$ cat src/hdl/vrt_pkg.sv
// ----------------------------------------------------------------------------
// vrt_pkg
// Shared widths, codes and types of the voxel ray traversal block.
// ----------------------------------------------------------------------------
package vrt_pkg;

   localparam int ORG_W       = 24;
   localparam int DIR_W       = 18;
   localparam int CFG_W       = 5;
   localparam int VOX_W       = 4;
   localparam int IDX_W       = 6;
   localparam int FRAC_W      = 16;
   localparam int POS_W       = 22;
   localparam int MAG_W       = 18;
   localparam int NUM_W       = 42;
   localparam int MCAND_W     = 44;
   localparam int ACC_W       = 61;
   localparam int T_W         = 44;
   localparam int INC_W       = 33;
   localparam int BT_W        = 48;
   localparam int CNT_W       = 6;
   localparam int DIV_STEPS   = 42;
   localparam int MUL_STEPS   = 18;
   localparam int MAX_RESULTS = 46;

   localparam int CSR_IDX_W = 2;
   localparam logic [CSR_IDX_W-1:0] CSR_CELLS_X = 2'd0;
   localparam logic [CSR_IDX_W-1:0] CSR_CELLS_Y = 2'd1;
   localparam logic [CSR_IDX_W-1:0] CSR_CELLS_Z = 2'd2;

   localparam logic [1:0] AX_LAST = 2'd2;

   typedef enum logic {
      OP_DIV,
      OP_MUL
   } alu_op_type;

   typedef enum logic [3:0] {
      SU_IDLE,
      SU_CHECK,
      SU_SLAB_GO1,
      SU_SLAB_WT1,
      SU_SLAB_GO2,
      SU_SLAB_WT2,
      SU_SLAB_UPD,
      SU_DECIDE,
      SU_ENTRY_GO,
      SU_ENTRY_WT,
      SU_CELL,
      SU_REC_GO,
      SU_REC_WT,
      SU_BT_GO,
      SU_BT_WT,
      SU_DONE
   } setup_state_type;

   typedef struct packed {
      logic                    miss;
      logic                    all_zero;
      logic [2:0]              sgn;
      logic [2:0][IDX_W-1:0]   idx;
      logic [2:0][BT_W-1:0]    bt;
      logic [2:0][INC_W-1:0]   inc;
   } ray_setup_type;

endpackage

$ cat src/hdl/vrt_alu.sv
// ----------------------------------------------------------------------------
// vrt_alu
// Shared iterative unit: restoring divide and shift-add multiply, one bit
// per cycle.
// ----------------------------------------------------------------------------
module vrt_alu import vrt_pkg::*; (
   input  logic               clock,
   input  logic               reset,
   input  logic               start,
   input  alu_op_type         op,
   input  logic [MCAND_W-1:0] opa,
   input  logic [MAG_W-1:0]   opb,
   output logic               done,
   output logic [ACC_W-1:0]   result
);

   logic               busy_ff, busy_in;
   logic               done_ff, done_in;
   alu_op_type         op_ff, op_in;
   logic [MCAND_W-1:0] a_ff, a_in;
   logic [MAG_W-1:0]   b_ff, b_in;
   logic [ACC_W-1:0]   acc_ff, acc_in;
   logic [MAG_W-1:0]   rem_ff, rem_in;
   logic [CNT_W-1:0]   cnt_ff, cnt_in;

   logic [MAG_W:0]     rem_sh;
   logic [MAG_W+1:0]   diff;
   logic               qbit;
   logic [ACC_W-1:0]   addend;

   always_comb begin
      rem_sh = {rem_ff, a_ff[NUM_W-1]};
      diff   = {1'b0, rem_sh} - {2'b0, b_ff};
      qbit   = !diff[MAG_W+1];
      addend = b_ff[MAG_W-1] ? {{(ACC_W-MCAND_W){1'b0}}, a_ff} : '0;

      busy_in = busy_ff;
      done_in = 1'b0;
      op_in   = op_ff;
      a_in    = a_ff;
      b_in    = b_ff;
      acc_in  = acc_ff;
      rem_in  = rem_ff;
      cnt_in  = cnt_ff;

      if (start) begin
         busy_in = 1'b1;
         op_in   = op;
         a_in    = opa;
         b_in    = opb;
         acc_in  = '0;
         rem_in  = '0;
         cnt_in  = (op == OP_DIV) ? CNT_W'(DIV_STEPS - 1) : CNT_W'(MUL_STEPS - 1);
      end else if (busy_ff) begin
         if (op_ff == OP_DIV) begin
            rem_in = qbit ? diff[MAG_W-1:0] : rem_sh[MAG_W-1:0];
            a_in   = {a_ff[MCAND_W-2:0], 1'b0};
            acc_in = {acc_ff[ACC_W-2:0], qbit};
         end else begin
            acc_in = {acc_ff[ACC_W-2:0], 1'b0} + addend;
            b_in   = {b_ff[MAG_W-2:0], 1'b0};
         end
         cnt_in = cnt_ff - 1'b1;
         if (cnt_ff == '0) begin
            busy_in = 1'b0;
            done_in = 1'b1;
         end
      end
   end

   always_ff @(posedge clock) begin
      if (reset) begin
         busy_ff <= 1'b0;
         done_ff <= 1'b0;
      end else begin
         busy_ff <= busy_in;
         done_ff <= done_in;
      end
      op_ff  <= op_in;
      a_ff   <= a_in;
      b_ff   <= b_in;
      acc_ff <= acc_in;
      rem_ff <= rem_in;
      cnt_ff <= cnt_in;
   end

   assign done   = done_ff;
   assign result = acc_ff;

`ifndef SYNTHESIS
   a_start_idle: assert property (@(posedge clock) disable iff (reset)
      start |-> !busy_ff) else $error("alu started while busy");
   a_done_after_busy: assert property (@(posedge clock) disable iff (reset)
      done_ff |-> !busy_ff && $past(busy_ff)) else $error("alu done without work");
   a_rem_bound: assert property (@(posedge clock) disable iff (reset)
      busy_ff && op_ff == OP_DIV |-> rem_ff < b_ff) else $error("alu remainder overflow");
`endif

endmodule

$ cat src/hdl/vrt_setup.sv
// ----------------------------------------------------------------------------
// vrt_setup
// Ray setup sequencer: inside test, slab test, entry point, first cell,
// time increments and first boundary times through the shared unit.
// ----------------------------------------------------------------------------
module vrt_setup import vrt_pkg::*; (
   input  logic                  clock,
   input  logic                  reset,
   input  logic                  start,
   input  logic [2:0][CFG_W-1:0] cells_n,
   input  logic [ORG_W-1:0]      origin_x,
   input  logic [ORG_W-1:0]      origin_y,
   input  logic [ORG_W-1:0]      origin_z,
   input  logic [DIR_W-1:0]      dir_x,
   input  logic [DIR_W-1:0]      dir_y,
   input  logic [DIR_W-1:0]      dir_z,
   output logic                  busy,
   output logic                  done,
   output ray_setup_type         ray
);

   localparam logic signed [T_W-1:0] T_NEG = {1'b1, {(T_W-1){1'b0}}};
   localparam logic signed [T_W-1:0] T_POS = {1'b0, {(T_W-1){1'b1}}};
   localparam logic [NUM_W-1:0] RECIP_NUM = NUM_W'(64'h1_0000_0000);

   setup_state_type        state_ff, state_in;
   logic [1:0]             ax_ff, ax_in;
   logic [2:0][ORG_W-1:0]  o_ff, o_in;
   logic [2:0][DIR_W-1:0]  d_ff, d_in;
   logic signed [T_W-1:0]  tnear_ff, tnear_in;
   logic signed [T_W-1:0]  tfar_ff, tfar_in;
   logic signed [T_W-1:0]  t1_ff, t1_in;
   logic                   miss_ff, miss_in;
   logic [2:0][POS_W-1:0]  p_ff, p_in;
   logic [2:0][IDX_W-1:0]  idx_ff, idx_in;
   logic [2:0][INC_W-1:0]  inc_ff, inc_in;
   logic [2:0][BT_W-1:0]   bt_ff, bt_in;
   logic [2:0]             sgn_ff, sgn_in;

   logic                   alu_start;
   alu_op_type             alu_op;
   logic [MCAND_W-1:0]     alu_a;
   logic [MAG_W-1:0]       alu_b;
   logic                   alu_done;
   logic [ACC_W-1:0]       alu_res;

   logic signed [ORG_W-1:0] cur_o;
   logic [DIR_W-1:0]        cur_d;
   logic [CFG_W-1:0]        cur_n;
   logic [POS_W-2:0]        n_pos;
   logic                    dneg, dzero;
   logic [MAG_W-1:0]        dmag;
   logic signed [25:0]      x1, x2, xsel, xabs;
   logic                    xneg;
   logic [NUM_W-1:0]        num;
   logic signed [T_W-1:0]   tq, lo, hi;
   logic signed [61:0]      sprod;
   logic signed [46:0]      v;
   logic [POS_W-1:0]        v_clamp;
   logic [IDX_W-1:0]        idx_raw, idx_cl, n_m1;
   logic [POS_W:0]          dist_w;
   logic [2:0]              out_box;
   logic [1:0]              ax_next;

   function automatic logic out_of_box(input logic [ORG_W-1:0] o, input logic [CFG_W-1:0] n);
      logic signed [ORG_W:0] lim;
      lim = $signed({4'b0, n, 16'b0});
      return ($signed(o) < 0) || ($signed({o[ORG_W-1], o}) > lim);
   endfunction

   vrt_alu u_alu (
      .clock  (clock),
      .reset  (reset),
      .start  (alu_start),
      .op     (alu_op),
      .opa    (alu_a),
      .opb    (alu_b),
      .done   (alu_done),
      .result (alu_res)
   );

   always_comb begin
      cur_o   = $signed(o_ff[ax_ff]);
      cur_d   = d_ff[ax_ff];
      cur_n   = cells_n[ax_ff];
      n_pos   = {cur_n, 16'b0};
      dneg    = cur_d[DIR_W-1];
      dzero   = (cur_d == '0);
      dmag    = dneg ? MAG_W'(~cur_d + 1'b1) : MAG_W'(cur_d);
      for (int a = 0; a < 3; a++) begin
         out_box[a] = out_of_box(o_ff[a], cells_n[a]);
      end

      x1   = -(26'(cur_o));
      x2   = $signed({5'b0, n_pos}) - 26'(cur_o);
      xsel = (state_ff == SU_SLAB_GO1 || state_ff == SU_SLAB_WT1) ? x1 : x2;
      xneg = xsel[25];
      xabs = xneg ? -xsel : xsel;
      num  = {1'b0, xabs[24:0], 16'b0};
      tq   = (xneg ^ dneg) ? -$signed({2'b0, alu_res[NUM_W-1:0]})
                           : $signed({2'b0, alu_res[NUM_W-1:0]});
      lo   = (t1_ff < tq) ? t1_ff : tq;
      hi   = (t1_ff < tq) ? tq : t1_ff;

      sprod = dneg ? -$signed({1'b0, alu_res}) : $signed({1'b0, alu_res});
      v     = 47'(cur_o) + 47'($signed(sprod[61:16]));
      if (v < 0) begin
         v_clamp = '0;
      end else if (v > $signed({26'b0, n_pos})) begin
         v_clamp = {1'b0, n_pos};
      end else begin
         v_clamp = v[POS_W-1:0];
      end

      idx_raw = p_ff[ax_ff][POS_W-1:FRAC_W];
      n_m1    = {1'b0, cur_n} - 1'b1;
      idx_cl  = (idx_raw > n_m1) ? n_m1 : idx_raw;
      if (!dneg) begin
         dist_w = {1'b0, (idx_ff[ax_ff] + 1'b1), 16'b0} - {1'b0, p_ff[ax_ff]};
      end else begin
         dist_w = {1'b0, p_ff[ax_ff]} - {1'b0, idx_ff[ax_ff], 16'b0};
      end

      ax_next = ax_ff + 1'b1;

      alu_start = 1'b0;
      alu_op    = OP_DIV;
      alu_a     = {{(MCAND_W-NUM_W){1'b0}}, num};
      alu_b     = dmag;

      state_in = state_ff;
      ax_in    = ax_ff;
      o_in     = o_ff;
      d_in     = d_ff;
      tnear_in = tnear_ff;
      tfar_in  = tfar_ff;
      t1_in    = t1_ff;
      miss_in  = miss_ff;
      p_in     = p_ff;
      idx_in   = idx_ff;
      inc_in   = inc_ff;
      bt_in    = bt_ff;
      sgn_in   = sgn_ff;

      case (state_ff)
         SU_IDLE: begin
            if (start) begin
               o_in     = {origin_z, origin_y, origin_x};
               d_in     = {dir_z, dir_y, dir_x};
               miss_in  = 1'b0;
               ax_in    = '0;
               tnear_in = T_NEG;
               tfar_in  = T_POS;
               state_in = SU_CHECK;
            end
         end
         SU_CHECK: begin
            if (out_box == '0) begin
               for (int a = 0; a < 3; a++) begin
                  p_in[a] = o_ff[a][POS_W-1:0];
               end
               state_in = SU_CELL;
            end else begin
               state_in = SU_SLAB_GO1;
            end
         end
         SU_SLAB_GO1: begin
            if (dzero) begin
               if (out_box[ax_ff]) begin
                  miss_in = 1'b1;
               end
               ax_in    = (ax_ff == AX_LAST) ? 2'd0 : ax_next;
               state_in = (ax_ff == AX_LAST) ? SU_DECIDE : SU_SLAB_GO1;
            end else begin
               alu_start = 1'b1;
               state_in  = SU_SLAB_WT1;
            end
         end
         SU_SLAB_WT1: begin
            if (alu_done) begin
               t1_in    = tq;
               state_in = SU_SLAB_GO2;
            end
         end
         SU_SLAB_GO2: begin
            alu_start = 1'b1;
            state_in  = SU_SLAB_WT2;
         end
         SU_SLAB_WT2: begin
            if (alu_done) begin
               if (lo > tnear_ff) begin
                  tnear_in = lo;
               end
               if (hi < tfar_ff) begin
                  tfar_in = hi;
               end
               state_in = SU_SLAB_UPD;
            end
         end
         SU_SLAB_UPD: begin
            ax_in    = (ax_ff == AX_LAST) ? 2'd0 : ax_next;
            state_in = (ax_ff == AX_LAST) ? SU_DECIDE : SU_SLAB_GO1;
         end
         SU_DECIDE: begin
            ax_in = '0;
            if (miss_ff || (tnear_ff > tfar_ff) || (tfar_ff < 0)) begin
               miss_in  = 1'b1;
               state_in = SU_DONE;
            end else begin
               state_in = SU_ENTRY_GO;
            end
         end
         SU_ENTRY_GO: begin
            alu_start = 1'b1;
            alu_op    = OP_MUL;
            alu_a     = tnear_ff[MCAND_W-1:0];
            state_in  = SU_ENTRY_WT;
         end
         SU_ENTRY_WT: begin
            if (alu_done) begin
               p_in[ax_ff] = v_clamp;
               ax_in       = (ax_ff == AX_LAST) ? 2'd0 : ax_next;
               state_in    = (ax_ff == AX_LAST) ? SU_CELL : SU_ENTRY_GO;
            end
         end
         SU_CELL: begin
            idx_in[ax_ff] = idx_cl;
            sgn_in[ax_ff] = dneg || dzero;
            if (dzero) begin
               inc_in[ax_ff] = '1;
               bt_in[ax_ff]  = '1;
               ax_in         = (ax_ff == AX_LAST) ? 2'd0 : ax_next;
               state_in      = (ax_ff == AX_LAST) ? SU_DONE : SU_CELL;
            end else begin
               state_in = SU_REC_GO;
            end
         end
         SU_REC_GO: begin
            alu_start = 1'b1;
            alu_a     = {{(MCAND_W-NUM_W){1'b0}}, RECIP_NUM};
            state_in  = SU_REC_WT;
         end
         SU_REC_WT: begin
            if (alu_done) begin
               inc_in[ax_ff] = alu_res[INC_W-1:0];
               state_in      = SU_BT_GO;
            end
         end
         SU_BT_GO: begin
            alu_start = 1'b1;
            alu_op    = OP_MUL;
            alu_a     = {{(MCAND_W-INC_W){1'b0}}, inc_ff[ax_ff]};
            alu_b     = dist_w[MAG_W-1:0];
            state_in  = SU_BT_WT;
         end
         SU_BT_WT: begin
            if (alu_done) begin
               bt_in[ax_ff] = {{(BT_W-(ACC_W-FRAC_W)){1'b0}}, alu_res[ACC_W-1:FRAC_W]};
               ax_in        = (ax_ff == AX_LAST) ? 2'd0 : ax_next;
               state_in     = (ax_ff == AX_LAST) ? SU_DONE : SU_CELL;
            end
         end
         SU_DONE: begin
            state_in = SU_IDLE;
         end
         default: begin
            state_in = SU_IDLE;
         end
      endcase
   end

   always_ff @(posedge clock) begin
      if (reset) begin
         state_ff <= SU_IDLE;
         ax_ff    <= '0;
         miss_ff  <= 1'b0;
      end else begin
         state_ff <= state_in;
         ax_ff    <= ax_in;
         miss_ff  <= miss_in;
      end
      o_ff     <= o_in;
      d_ff     <= d_in;
      tnear_ff <= tnear_in;
      tfar_ff  <= tfar_in;
      t1_ff    <= t1_in;
      p_ff     <= p_in;
      idx_ff   <= idx_in;
      inc_ff   <= inc_in;
      bt_ff    <= bt_in;
      sgn_ff   <= sgn_in;
   end

   assign busy         = (state_ff != SU_IDLE);
   assign done         = (state_ff == SU_DONE);
   assign ray.miss     = miss_ff;
   assign ray.all_zero = (d_ff == '0);
   assign ray.sgn      = sgn_ff;
   assign ray.idx      = idx_ff;
   assign ray.bt       = bt_ff;
   assign ray.inc      = inc_ff;

endmodule

$ cat src/hdl/vrt_walk.sv
// ----------------------------------------------------------------------------
// vrt_walk
// Cell stepper: picks the axis with the nearest boundary, advances one cell
// per transfer and holds the result register.
// ----------------------------------------------------------------------------
module vrt_walk import vrt_pkg::*; (
   input  logic                  clock,
   input  logic                  reset,
   input  logic                  load,
   input  ray_setup_type         ray,
   input  logic [2:0][CFG_W-1:0] cells_n,
   input  logic                  rsp_stall,
   output logic                  active,
   output logic                  rsp_valid,
   output logic [VOX_W-1:0]      rsp_voxel_x,
   output logic [VOX_W-1:0]      rsp_voxel_y,
   output logic [VOX_W-1:0]      rsp_voxel_z,
   output logic                  rsp_hit,
   output logic                  rsp_last
);

   logic                  active_ff, active_in;
   logic                  miss_ff, miss_in;
   logic                  allz_ff, allz_in;
   logic [2:0]            sgn_ff, sgn_in;
   logic [2:0][IDX_W-1:0] idx_ff, idx_in;
   logic [2:0][BT_W-1:0]  bt_ff, bt_in;
   logic [2:0][INC_W-1:0] inc_ff, inc_in;
   logic [CNT_W-1:0]      cnt_ff, cnt_in;
   logic                  vld_ff, vld_in;
   logic [2:0][VOX_W-1:0] vox_ff, vox_in;
   logic                  hit_ff, hit_in;
   logic                  last_ff, last_in;

   logic [1:0]            ax;
   logic [BT_W:0]         sum;
   logic [2:0][IDX_W-1:0] idx_nx;
   logic [IDX_W-1:0]      n_m1;
   logic                  stop, emit, last_now;

   always_comb begin
      if (bt_ff[0] < bt_ff[1]) begin
         ax = (bt_ff[0] < bt_ff[2]) ? 2'd0 : 2'd2;
      end else begin
         ax = (bt_ff[1] < bt_ff[2]) ? 2'd1 : 2'd2;
      end
      sum        = {1'b0, bt_ff[ax]} + {{(BT_W+1-INC_W){1'b0}}, inc_ff[ax]};
      idx_nx     = idx_ff;
      idx_nx[ax] = sgn_ff[ax] ? idx_ff[ax] - 1'b1 : idx_ff[ax] + 1'b1;
      stop       = allz_ff;
      for (int a = 0; a < 3; a++) begin
         n_m1 = {1'b0, cells_n[a]} - 1'b1;
         if ($signed(idx_nx[a]) < 0 || $signed(idx_nx[a]) > $signed(n_m1)) begin
            stop = 1'b1;
         end
      end
      emit     = active_ff && (!vld_ff || !rsp_stall);
      last_now = miss_ff || stop || (cnt_ff == CNT_W'(MAX_RESULTS - 1));

      active_in = active_ff;
      miss_in   = miss_ff;
      allz_in   = allz_ff;
      sgn_in    = sgn_ff;
      idx_in    = idx_ff;
      bt_in     = bt_ff;
      inc_in    = inc_ff;
      cnt_in    = cnt_ff;
      vld_in    = vld_ff && rsp_stall;
      vox_in    = vox_ff;
      hit_in    = hit_ff;
      last_in   = last_ff;

      if (load) begin
         active_in = 1'b1;
         miss_in   = ray.miss;
         allz_in   = ray.all_zero;
         sgn_in    = ray.sgn;
         idx_in    = ray.idx;
         bt_in     = ray.bt;
         inc_in    = ray.inc;
         cnt_in    = '0;
      end else if (emit) begin
         vld_in  = 1'b1;
         hit_in  = !miss_ff;
         last_in = last_now;
         for (int a = 0; a < 3; a++) begin
            vox_in[a] = miss_ff ? '0 : idx_ff[a][VOX_W-1:0];
         end
         cnt_in = cnt_ff + 1'b1;
         if (last_now) begin
            active_in = 1'b0;
         end else begin
            idx_in    = idx_nx;
            bt_in[ax] = sum[BT_W] ? '1 : sum[BT_W-1:0];
         end
      end
   end

   always_ff @(posedge clock) begin
      if (reset) begin
         active_ff <= 1'b0;
         vld_ff    <= 1'b0;
         cnt_ff    <= '0;
      end else begin
         active_ff <= active_in;
         vld_ff    <= vld_in;
         cnt_ff    <= cnt_in;
      end
      miss_ff <= miss_in;
      allz_ff <= allz_in;
      sgn_ff  <= sgn_in;
      idx_ff  <= idx_in;
      bt_ff   <= bt_in;
      inc_ff  <= inc_in;
      vox_ff  <= vox_in;
      hit_ff  <= hit_in;
      last_ff <= last_in;
   end

   assign active      = active_ff;
   assign rsp_valid   = vld_ff;
   assign rsp_voxel_x = vox_ff[0];
   assign rsp_voxel_y = vox_ff[1];
   assign rsp_voxel_z = vox_ff[2];
   assign rsp_hit     = hit_ff;
   assign rsp_last    = last_ff;

`ifndef SYNTHESIS
   a_load_idle: assert property (@(posedge clock) disable iff (reset)
      load |-> !active_ff) else $error("ray loaded during a run");
   a_cnt_cap: assert property (@(posedge clock) disable iff (reset)
      active_ff |-> cnt_ff < CNT_W'(MAX_RESULTS)) else $error("result cap exceeded");
   a_miss_last: assert property (@(posedge clock) disable iff (reset)
      vld_ff && !hit_ff |-> last_ff) else $error("miss result without last");
`endif

endmodule

$ cat src/hdl/voxel_ray_traversal_3d.sv
// Ray setup runs through the shared one-bit-per-cycle divide/multiply unit: up to 9 divides
// and 6 multiplies for an outside origin, 3 of each for an inside one.
// Throughput: once setup is done, one voxel per cycle while rsp_stall is low; one ray at a time.
// Reset: synchronous; clears the sequencers and sets cells_x/y/z to 16.
// ----------------------------------------------------------------------------
// voxel_ray_traversal_3d
// 3D DDA voxel traversal of one ray through a box of up to MAX_CELLS cells
// per axis.
// ----------------------------------------------------------------------------
module voxel_ray_traversal_3d import vrt_pkg::*; #(
   parameter int MAX_CELLS = 16
) (
   input  logic                 clock,
   input  logic                 reset,
   input  logic                 csr_wr_en,
   input  logic [CSR_IDX_W-1:0] csr_index,
   input  logic [CFG_W-1:0]     csr_data,
   input  logic                 req_valid,
   output logic                 req_stall,
   input  logic [ORG_W-1:0]     req_origin_x,
   input  logic [ORG_W-1:0]     req_origin_y,
   input  logic [ORG_W-1:0]     req_origin_z,
   input  logic [DIR_W-1:0]     req_dir_x,
   input  logic [DIR_W-1:0]     req_dir_y,
   input  logic [DIR_W-1:0]     req_dir_z,
   output logic                 rsp_valid,
   input  logic                 rsp_stall,
   output logic [VOX_W-1:0]     rsp_voxel_x,
   output logic [VOX_W-1:0]     rsp_voxel_y,
   output logic [VOX_W-1:0]     rsp_voxel_z,
   output logic                 rsp_hit,
   output logic                 rsp_last
);

   logic [2:0][CFG_W-1:0] cells_ff, cells_in;
   logic [2:0][CFG_W-1:0] cells_n;
   logic                  su_busy, su_done, walk_active;
   ray_setup_type         ray;

   always_comb begin
      cells_in = cells_ff;
      if (csr_wr_en) begin
         case (csr_index)
            CSR_CELLS_X: cells_in[0] = csr_data;
            CSR_CELLS_Y: cells_in[1] = csr_data;
            CSR_CELLS_Z: cells_in[2] = csr_data;
            default:     cells_in = cells_ff;
         endcase
      end
      for (int a = 0; a < 3; a++) begin
         if (cells_ff[a] == '0) begin
            cells_n[a] = CFG_W'(1);
         end else if (cells_ff[a] > CFG_W'(MAX_CELLS)) begin
            cells_n[a] = CFG_W'(MAX_CELLS);
         end else begin
            cells_n[a] = cells_ff[a];
         end
      end
   end

   always_ff @(posedge clock) begin
      if (reset) begin
         cells_ff <= {3{CFG_W'(16)}};
      end else begin
         cells_ff <= cells_in;
      end
   end

   assign req_stall = su_busy || walk_active;

   vrt_setup u_setup (
      .clock    (clock),
      .reset    (reset),
      .start    (req_valid && !req_stall),
      .cells_n  (cells_n),
      .origin_x (req_origin_x),
      .origin_y (req_origin_y),
      .origin_z (req_origin_z),
      .dir_x    (req_dir_x),
      .dir_y    (req_dir_y),
      .dir_z    (req_dir_z),
      .busy     (su_busy),
      .done     (su_done),
      .ray      (ray)
   );

   vrt_walk u_walk (
      .clock       (clock),
      .reset       (reset),
      .load        (su_done),
      .ray         (ray),
      .cells_n     (cells_n),
      .rsp_stall   (rsp_stall),
      .active      (walk_active),
      .rsp_valid   (rsp_valid),
      .rsp_voxel_x (rsp_voxel_x),
      .rsp_voxel_y (rsp_voxel_y),
      .rsp_voxel_z (rsp_voxel_z),
      .rsp_hit     (rsp_hit),
      .rsp_last    (rsp_last)
   );

endmodule

$ cat config.mk
export PLATFORM = sky130hd
export DESIGN_NAME = voxel_ray_traversal_3d
export DESIGN_NICKNAME = d
export VERILOG_FILES = /design/src/hdl/vrt_pkg.sv /design/src/hdl/vrt_alu.sv /design/src/hdl/vrt_setup.sv /design/src/hdl/vrt_walk.sv /design/src/hdl/voxel_ray_traversal_3d.sv
export SDC_FILE = /design/constraint.sdc
export NUM_CORES = 2
export LEC_CHECK = 0
export BUFFER_PORTS_ARGS = -buffer_cell sky130_fd_sc_hd__buf_2
export CORE_AREA = 2 2 423 425
export CTS_BUF_LIST = sky130_fd_sc_hd__clkbuf_4 sky130_fd_sc_hd__clkbuf_8
export DETAILED_ROUTE_END_ITERATION = 7
export DIE_AREA = 0 0 425 427
export GPL_TIMING_DRIVEN = 0
export PLACE_DENSITY = 0.62
export SYNTH_ARGS = -nofsm -noshare
export SYNTH_HDL_FRONTEND = slang
export SYNTH_SLANG_ARGS = --single-unit
$ cat constraint.sdc
create_clock -name clock -period 35.7 [get_ports clock]
set_input_delay 10.71 -clock clock [delete_from_list [all_inputs] [get_ports clock]]
set_output_delay 10.71 -clock clock [all_outputs]
set_load 0.01 [all_outputs]
-- After elaboration in Yosys (flattened, before gate mapping)
Index checks and enable logic that the tools add are counted.
- bitwise logic cells: 7
- reduce and logical (&&, ||, !) cells: 69
- $add $sub $neg: 22
- order comparisons: 30
- equal/unequal tests: 36
- mux-type cells: 141
- operators by type and width (cell ; number):
    $mux W144 ; 5
    $mux W44 ; 13
    $bwmux W144 ; 2
    $pmux W144 S2 ; 1
    $mux W18 ; 11
    $mux W99 ; 2
    $pmux W99 S2 ; 1
    $demux W48 S2 ; 2
    $mux W48 ; 4
    $pmux W44 S2 ; 2
    $lt A48 B48 Y1 ; 3
    $or A144 B144 Y144 ; 1
    $bmux W33 S2 ; 2
    $mux W66 ; 2
    $pmux W44 S3 ; 1
    $pmux W66 S2 ; 1
    $bwmux W99 ; 1
    $mux W33 ; 3
    $or A99 B99 Y99 ; 1
    $bmux W48 S2 ; 1
    $gt A44 B44 Y1 ; 2
    $lt A44 B44 Y1 ; 2
    $mux W22 ; 4
    $gt A24 B22 Y1 ; 3
    other kinds (86) ; 235
- output and inout bits: 16
- logic and storage cells: 361
- register bits after elaboration: 1048
- input bits: 138

-- Depth between registers and ports, before layout
- word-level depth: 18
- gate-level depth with buffers: 53

-- Hierarchy
A second synthesis with hierarchy kept.
- cells, all modules: 7335
- area total of the unflattened synthesis: 69491.6 µm²
- modules (own cells, without submodules) (module ; cells each ; instances ; area an instance (µm²)):
    vrt_setup ; 4190 ; 1 ; 39892.0
    vrt_walk ; 1916 ; 1 ; 18610.3
    vrt_alu ; 1148 ; 1 ; 10254.8
    voxel_ray_traversal_3d ; 81 ; 1 ; 734.5

-- Least setup slack after synthesis
OpenSTA, ideal clock, no wires.
- kind: input port to flip-flop
- from: input port rsp_stall
- to: register u_walk.bt_ff[0] in the netlist's numbering, enable pin
- cell stages on the path: 5
- path buffers: 1
- arrival: 14.665 ns
- data required time: 35.180 ns
- setup slack: 20.515 ns
- cells stage by stage: nand2_1 > and2_1 > clkbuf_1 > nand3b_1 > o21ai_0
- cells in the longest elaborated chain, start to end: 5
- RTL lines (element ; line ; source):
    start: declaration ; voxel_ray_traversal_3d.sv:27 ; input logic rsp_stall,
    $logic_not A1 Y1 ; vrt_walk.sv:57 ; emit = active_ff && (!vld_ff || !rsp_stall);
    $logic_or A1 B1 Y1 ; vrt_walk.sv:57 ;
    $logic_and A1 B1 Y1 ; vrt_walk.sv:57 ;
    $reduce_bool A2 Y1 (no source line) ; -- ;
    $reduce_and A2 Y1 (no source line) ; -- ;
    end signal: assignment ; vrt_walk.sv:113 ; bt_ff <= bt_in;
    end: declaration ; vrt_walk.sv:27 ; logic [2:0][BT_W-1:0] bt_ff, bt_in;
Every way passes these cells.
A chain may end at the register's enable or synchronous reset.

-- Final worst setup path
- from: register u_setup.ax_ff[0]
- to: register u_setup.tnear_ff[15], enable pin
- cells in the longest elaborated chain, start to end: 11
- elaborated cells on any way between the ends: 16
- classes of those cells: add/sub: 2; order compare: 2; eq/ne: 1; mux: 9; bitwise: 1; reduce/logical: 1
- RTL lines (element ; line ; source):
    start: declaration ; vrt_setup.sv:27 ; logic [1:0] ax_ff, ax_in;
    start signal: assignment ; vrt_setup.sv:279 ; ax_ff <= ax_in;
    $bmux W5 S2 or $bmux W24 S2 (tied branches) ; vrt_setup.sv:85, vrt_setup.sv:83 ;
    $mux W5 (not written as such) or $mux W24 (tied branches) ; vrt_setup.sv:85, vrt_setup.sv:83 ;
    $sub A22 B24 Y25 or $neg A24 Y26 (tied branches) ; vrt_setup.sv:95, vrt_setup.sv:94 ;
    $mux W26 ; vrt_setup.sv:96 ; xsel = (state_ff == SU_SLAB_GO1 || state_ff == SU_SLAB_WT1) ? x1 : x2;
    $xor A1 B1 Y1 (*) ; vrt_setup.sv:100 ; tq = (xneg ^ dneg) ? -$signed({2'b0, alu_res[NUM_W-1:0]})
    $mux W44 (*) ; vrt_setup.sv:100 ;
    $lt A44 B44 Y1 ; vrt_setup.sv:102 ; lo = (t1_ff < tq) ? t1_ff : tq;
    $mux W44 (*) ; vrt_setup.sv:102 ;
    via u_setup.lo[1] ; vrt_setup.sv:56 ; logic signed [T_W-1:0] tq, lo, hi;
    $gt A44 B44 Y1 (*) ; vrt_setup.sv:191 ; if (lo > tnear_ff) begin
    $ne A2 B1 Y1 (no source line) (*) ; -- ;
    $reduce_and A4 Y1 (no source line) (*) ; -- ;
    end signal: assignment ; vrt_setup.sv:284 ; tnear_ff <= tnear_in;
    end: declaration ; vrt_setup.sv:30 ; logic signed [T_W-1:0] tnear_ff, tnear_in;
Mark *: on every way through the listed nets, which the timed path passes. The rest lies on a longest branch. The select of a mux whose other input is x is not followed.

==> impl.org <==
** Timing
- RSZ-0062 raised after global routing :: false
- Final period util :: between 40 and 50%
- The count of pins over their slew limit came to 11.
- Slew Limit Headroom :: -5.76%
- Worst-case clock skew :: 66.1 ps
- Least-Margin Pin Slew :: between 1500 and 2000 ps
- The final hold violation count came to 0.
- Final hold analysis gives a worst-case slack of around 430 ps.
- For the final routed database, the setup TNS stands at 0 ps.
- Setup violations remaining at the end of the flow were counted as 0.
- Minimum clock period :: between 15000 and 20000 ps
- Maximum frequency from static timing analysis :: slightly above 60 MHz

** Floorplan
- Die height :: about 430 µm
- Once the floorplan was initialized, standard cells occupied between 30% and 40% of the core.
- Top-level port count :: around 150
- Die area :: 0.181 mm²
- The floorplan step set the die width to between 400 and 500 µm.
- The total area inside the core boundary comes to around 0.18 mm².
- After floorplanning, the core was divided into between 150 and 200 placement rows.

** Cells and area
- Area overhead of the layout relative to synthesis :: 12.3%
- The library cell used most frequently in the layout, excluding fill and tap cells, is sky130_fd_sc_hd__edfxtp_1.
- Final nets :: 7973
- The post-route netlist has 8.30% of its cells at a drive strength greater than 1.
- Most used cells in the layout excluding fill and tap cells :: 937 x sky130_fd_sc_hd__edfxtp_1, 801 x sky130_fd_sc_hd__nor2_1, 668 x sky130_fd_sc_hd__a21oi_1
- Post-layout util :: roughly 42%

** Power
- Clock group share of total power :: about a fifth
- Fraction of power consumed by sequential logic :: between 20% and 30%
- IR analysis of the VDD net gives a maximum drop of 0.000121 V.
- Per report_power, the combinational group accounts for a little over half of the total.
- Power density over the cells :: between 80 and 90 mW/mm²
- Summed over all cells, the static leakage comes to 0.0293 µW.
- Internal power of the cells :: between 3000 and 4000 µW
- The analysis attributes to net switching a power of about 2900 µW.
- Switching power share of the total :: a little under half

** Hold path
- The tightest min-delay check is of the reg2reg type.

** Critical path
- CP max-delay cell :: sky130_fd_sc_hd__xnor2_1
- For flop-to-flop paths, the worst setup slack is 19260 ps.
- Kind of start point of the critical path :: flip-flop
- Data arrival, critical path :: around 17000 ps
- STA puts the critical path data required time at between 30000 and 40000 ps.
- Largest stage delay on the critical path :: between 1000 and 1500 ps
- CP Class :: reg2reg
- STA classifies the critical path endpoint as a flip-flop.
- In this run the worst path has a maximum fanout of 20.

** Drt
- Post-Route WL :: between 200 and 250 mm
- Post-route DRC violation count :: 0
- Iter 0 DRT Violations :: ~7000
- The first detailed-routing pass took 8 iterations.
- Average wire per standard cell :: about 24 µm
- Once detail routing completed, the nets flagged for antenna violations numbered 0.
- Using the TritonRoute via totals, the vias-per-cell ratio works out to 5.79.
- The detailed router placed 56800 vias in this run.

** Placed design
- Count of buffers inserted at the top-level ports :: 153
- The congestion estimate from routability-driven global placement came to approximately 1.
- Total half-perimeter wirelength after legalization and detailed placement :: around 180 mm

** Clock tree
- TritonCTS Buffers :: around 180
- CTS tree :: yes
- Hold buffer count at cts :: 0
- Buffers inserted during post-CTS setup optimization :: 0
- For this design, the sink count on the clock tree is 1048.
- Number of levels the H-tree was split into :: 4
- Clock Latency Late Sink :: approximately 990 ps
- The clock passes through at most 3 buffers.
- Resized cells post-CTS :: 0
- CTS Root Buffer Type :: sky130_fd_sc_hd__clkbuf_8
- Clock input transition at the sequential cells of the worst setup and hold paths :: ~60 ps

** Global route
- The first global-routing pass estimated roughly 350 mm of wire.
- Grt ovf :: 0
- The number of antenna violations at the first check in global routing came to 8.
- Via count of the first global-routing pass :: between 50000 and 60000
- For this run, the total global-route usage over all layers was measured as 25.2%.
- Largest net degree at the start of global routing :: around 100

** Logic synthesis
- Among all flip-flop cells after synthesis, the most frequent one is sky130_fd_sc_hd__edfxtp_1.
- After synthesis, the netlist uses 95 different library cells.
- For this run, the number of Yosys warnings is 0.
- Synthesis produced ~7000 cells.
- In this run the mean area of a mapped cell was ~9.6 µm².
- Post-synth EDFFs :: 937
- Register bit total from synthesis :: roughly 1000
- The mapped netlist covers about 0.067 mm².
- Share of synthesized flip-flops with an asynchronous set or reset :: 0%
- After synthesis, flip-flops and latches occupy 45.5% of the total area.

** Outcome
- Violated checks :: capacitance limit, slew limit
- The run finished, with violations left.

** Job
- Number of max-cap violations :: 1
## critical path, delay by kind of cell (launching register included)
family / cells / cell delay, ps
buffers and inverters: 13 / 5920
AOI/OAI and AO/OA: 21 / 5410
xor gates and xnor gates: 3 / 1860
and+or+nand+nor: 9 / 1490
adders and majority gates: 3 / 1030
DFF: 1 / 310
## layer usage
layer	up-vias	routed length, µm	track usage [%]	share of wire (%)
met1	27500	102000	35.0	43
met4	2	9000	9.86	3.8
met2	2699	103000	39.2	44
met3	420	21200	4.25	9.0
li1	26200	-	-	-
met5	-	13	0	0.0055
## cells by family after synthesis
| group | after synthesis | share of synthesized area [%] |
|---|---|---|
| compound gates | 1953 | 17.9 |
| xor+xnor | 288 | 3.81 |
| fa+ha+maj | 524 | 9.88 |
| buf+inv | 747 | 4.35 |
| flops | 1048 | 45.5 |
| mux | 223 | 3.40 |
| other cells | 1 | 0.00562 |
| simple gates | 2165 | 15.2 |
## worst paths after layout
| kind | cells past startpoint | from | endpoint |
|---|---|---|---|
| worst min register to register | 0 | u_setup.sgn_ff[1] | u_walk.sgn_ff[1] |
| worst min-delay path | 0 | u_setup.sgn_ff[1] | u_walk.sgn_ff[1] |
| worst max register to register | 49 | u_setup.ax_ff[0] | u_setup.tnear_ff[15] |
| worst max-delay path | 49 | u_setup.ax_ff[0] | u_setup.tnear_ff[15] |
## sequential cells by signal (all words and copies together) (netlist names), 44 cells and up
name and count:
u_setup.d_ff 54, u_setup.o_ff 72, u_setup.p_ff 66, u_setup.ray 261, u_setup.t1_ff 44, u_setup.tfar_ff 44, u_setup.tnear_ff 44, u_setup.u_alu.a_ff 44
u_setup.u_alu.result 61, u_walk.bt_ff 144, u_walk.inc_ff 99
## synth_stat cells (all sizes together) (11+ instances only)
master | instances | area share [%]
a211o | 14 | 0.18
a211oi | 68 | 0.76
a21boi | 21 | 0.24
a21o | 179 | 2.0
a21oi | 678 | 5.1
a221oi | 57 | 0.75
a222oi | 30 | 0.45
a22o | 27 | 0.35
a31oi | 33 | 0.31
and2 | 107 | 1.0
and3 | 31 | 0.29
and4 | 15 | 0.20
buf | 66 | 0.52
clkbuf | 316 | 1.8
dfxtp | 111 | 3.3
edfxtp | 937 | 42
ha | 519 | 9.7
inv | 365 | 2.1
mux2 | 29 | 0.49
mux2i | 194 | 2.9
nand2 | 561 | 3.2
nand2b | 117 | 1.1
nand3 | 78 | 0.58
nand4 | 108 | 1.0
nor2 | 802 | 4.5
nor2b | 88 | 0.82
nor3 | 94 | 0.74
nor4 | 64 | 0.64
nor4b | 12 | 0.16
o2111ai | 13 | 0.17
o211ai | 25 | 0.28
o21a | 26 | 0.29
o21ai | 570 | 4.3
o21bai | 28 | 0.31
o22ai | 23 | 0.22
o2bb2ai | 23 | 0.37
o31ai | 32 | 0.36
o41ai | 11 | 0.14
or2 | 22 | 0.21
or3 | 27 | 0.26
or4 | 12 | 0.13
xnor2 | 180 | 2.4
xor2 | 108 | 1.4
## power by group through the flow
stage / logic (µW) / clock network, µW / registers (µW)
4_1_cts: 3360 / 1190 / 1680
3_5_place_dp: 3330 / 0 / 1700
3_3_place_gp: 3270 / 0 / 1720
5_1_grt: 3730 / 1240 / 1700
2_1_floorplan: 2310 / 0 / 1650
6_report: 3430 / 1180 / 1690
## cell type report
| class | count | area [µm²] |
|---|---|---|
| buffer | 382 | 1540 |
| sequential | 1048 | 30400 |
| inverter | 365 | 1380 |
| fill | 17300 | 102000 |
| tap | 2355 | 2950 |
| clock buffer | 251 | 3050 |
| timing repair buffer | 180 | 1280 |
| clock inverter | 78 | 737 |
| antenna | 7 | 17.5 |
| multi-input combinational | 5156 | 33600 |
## metrics by stage
step / setup slack [ps] / instances / power, µW / cell area, µm²
floorplan: 20510 / 6951 / 3960 / 66700
detailed placement: 19850 / 9485 / 5040 / 71100
global placement: 14980 / 9459 / 4980 / 70500
finish: 19260 / 9822 / 6290 / 75000
global route: 18980 / 9820 / 6670 / 74900
CTS: 19750 / 9814 / 6220 / 74900
Note: power is estimated with default switching activity, not from simulation.
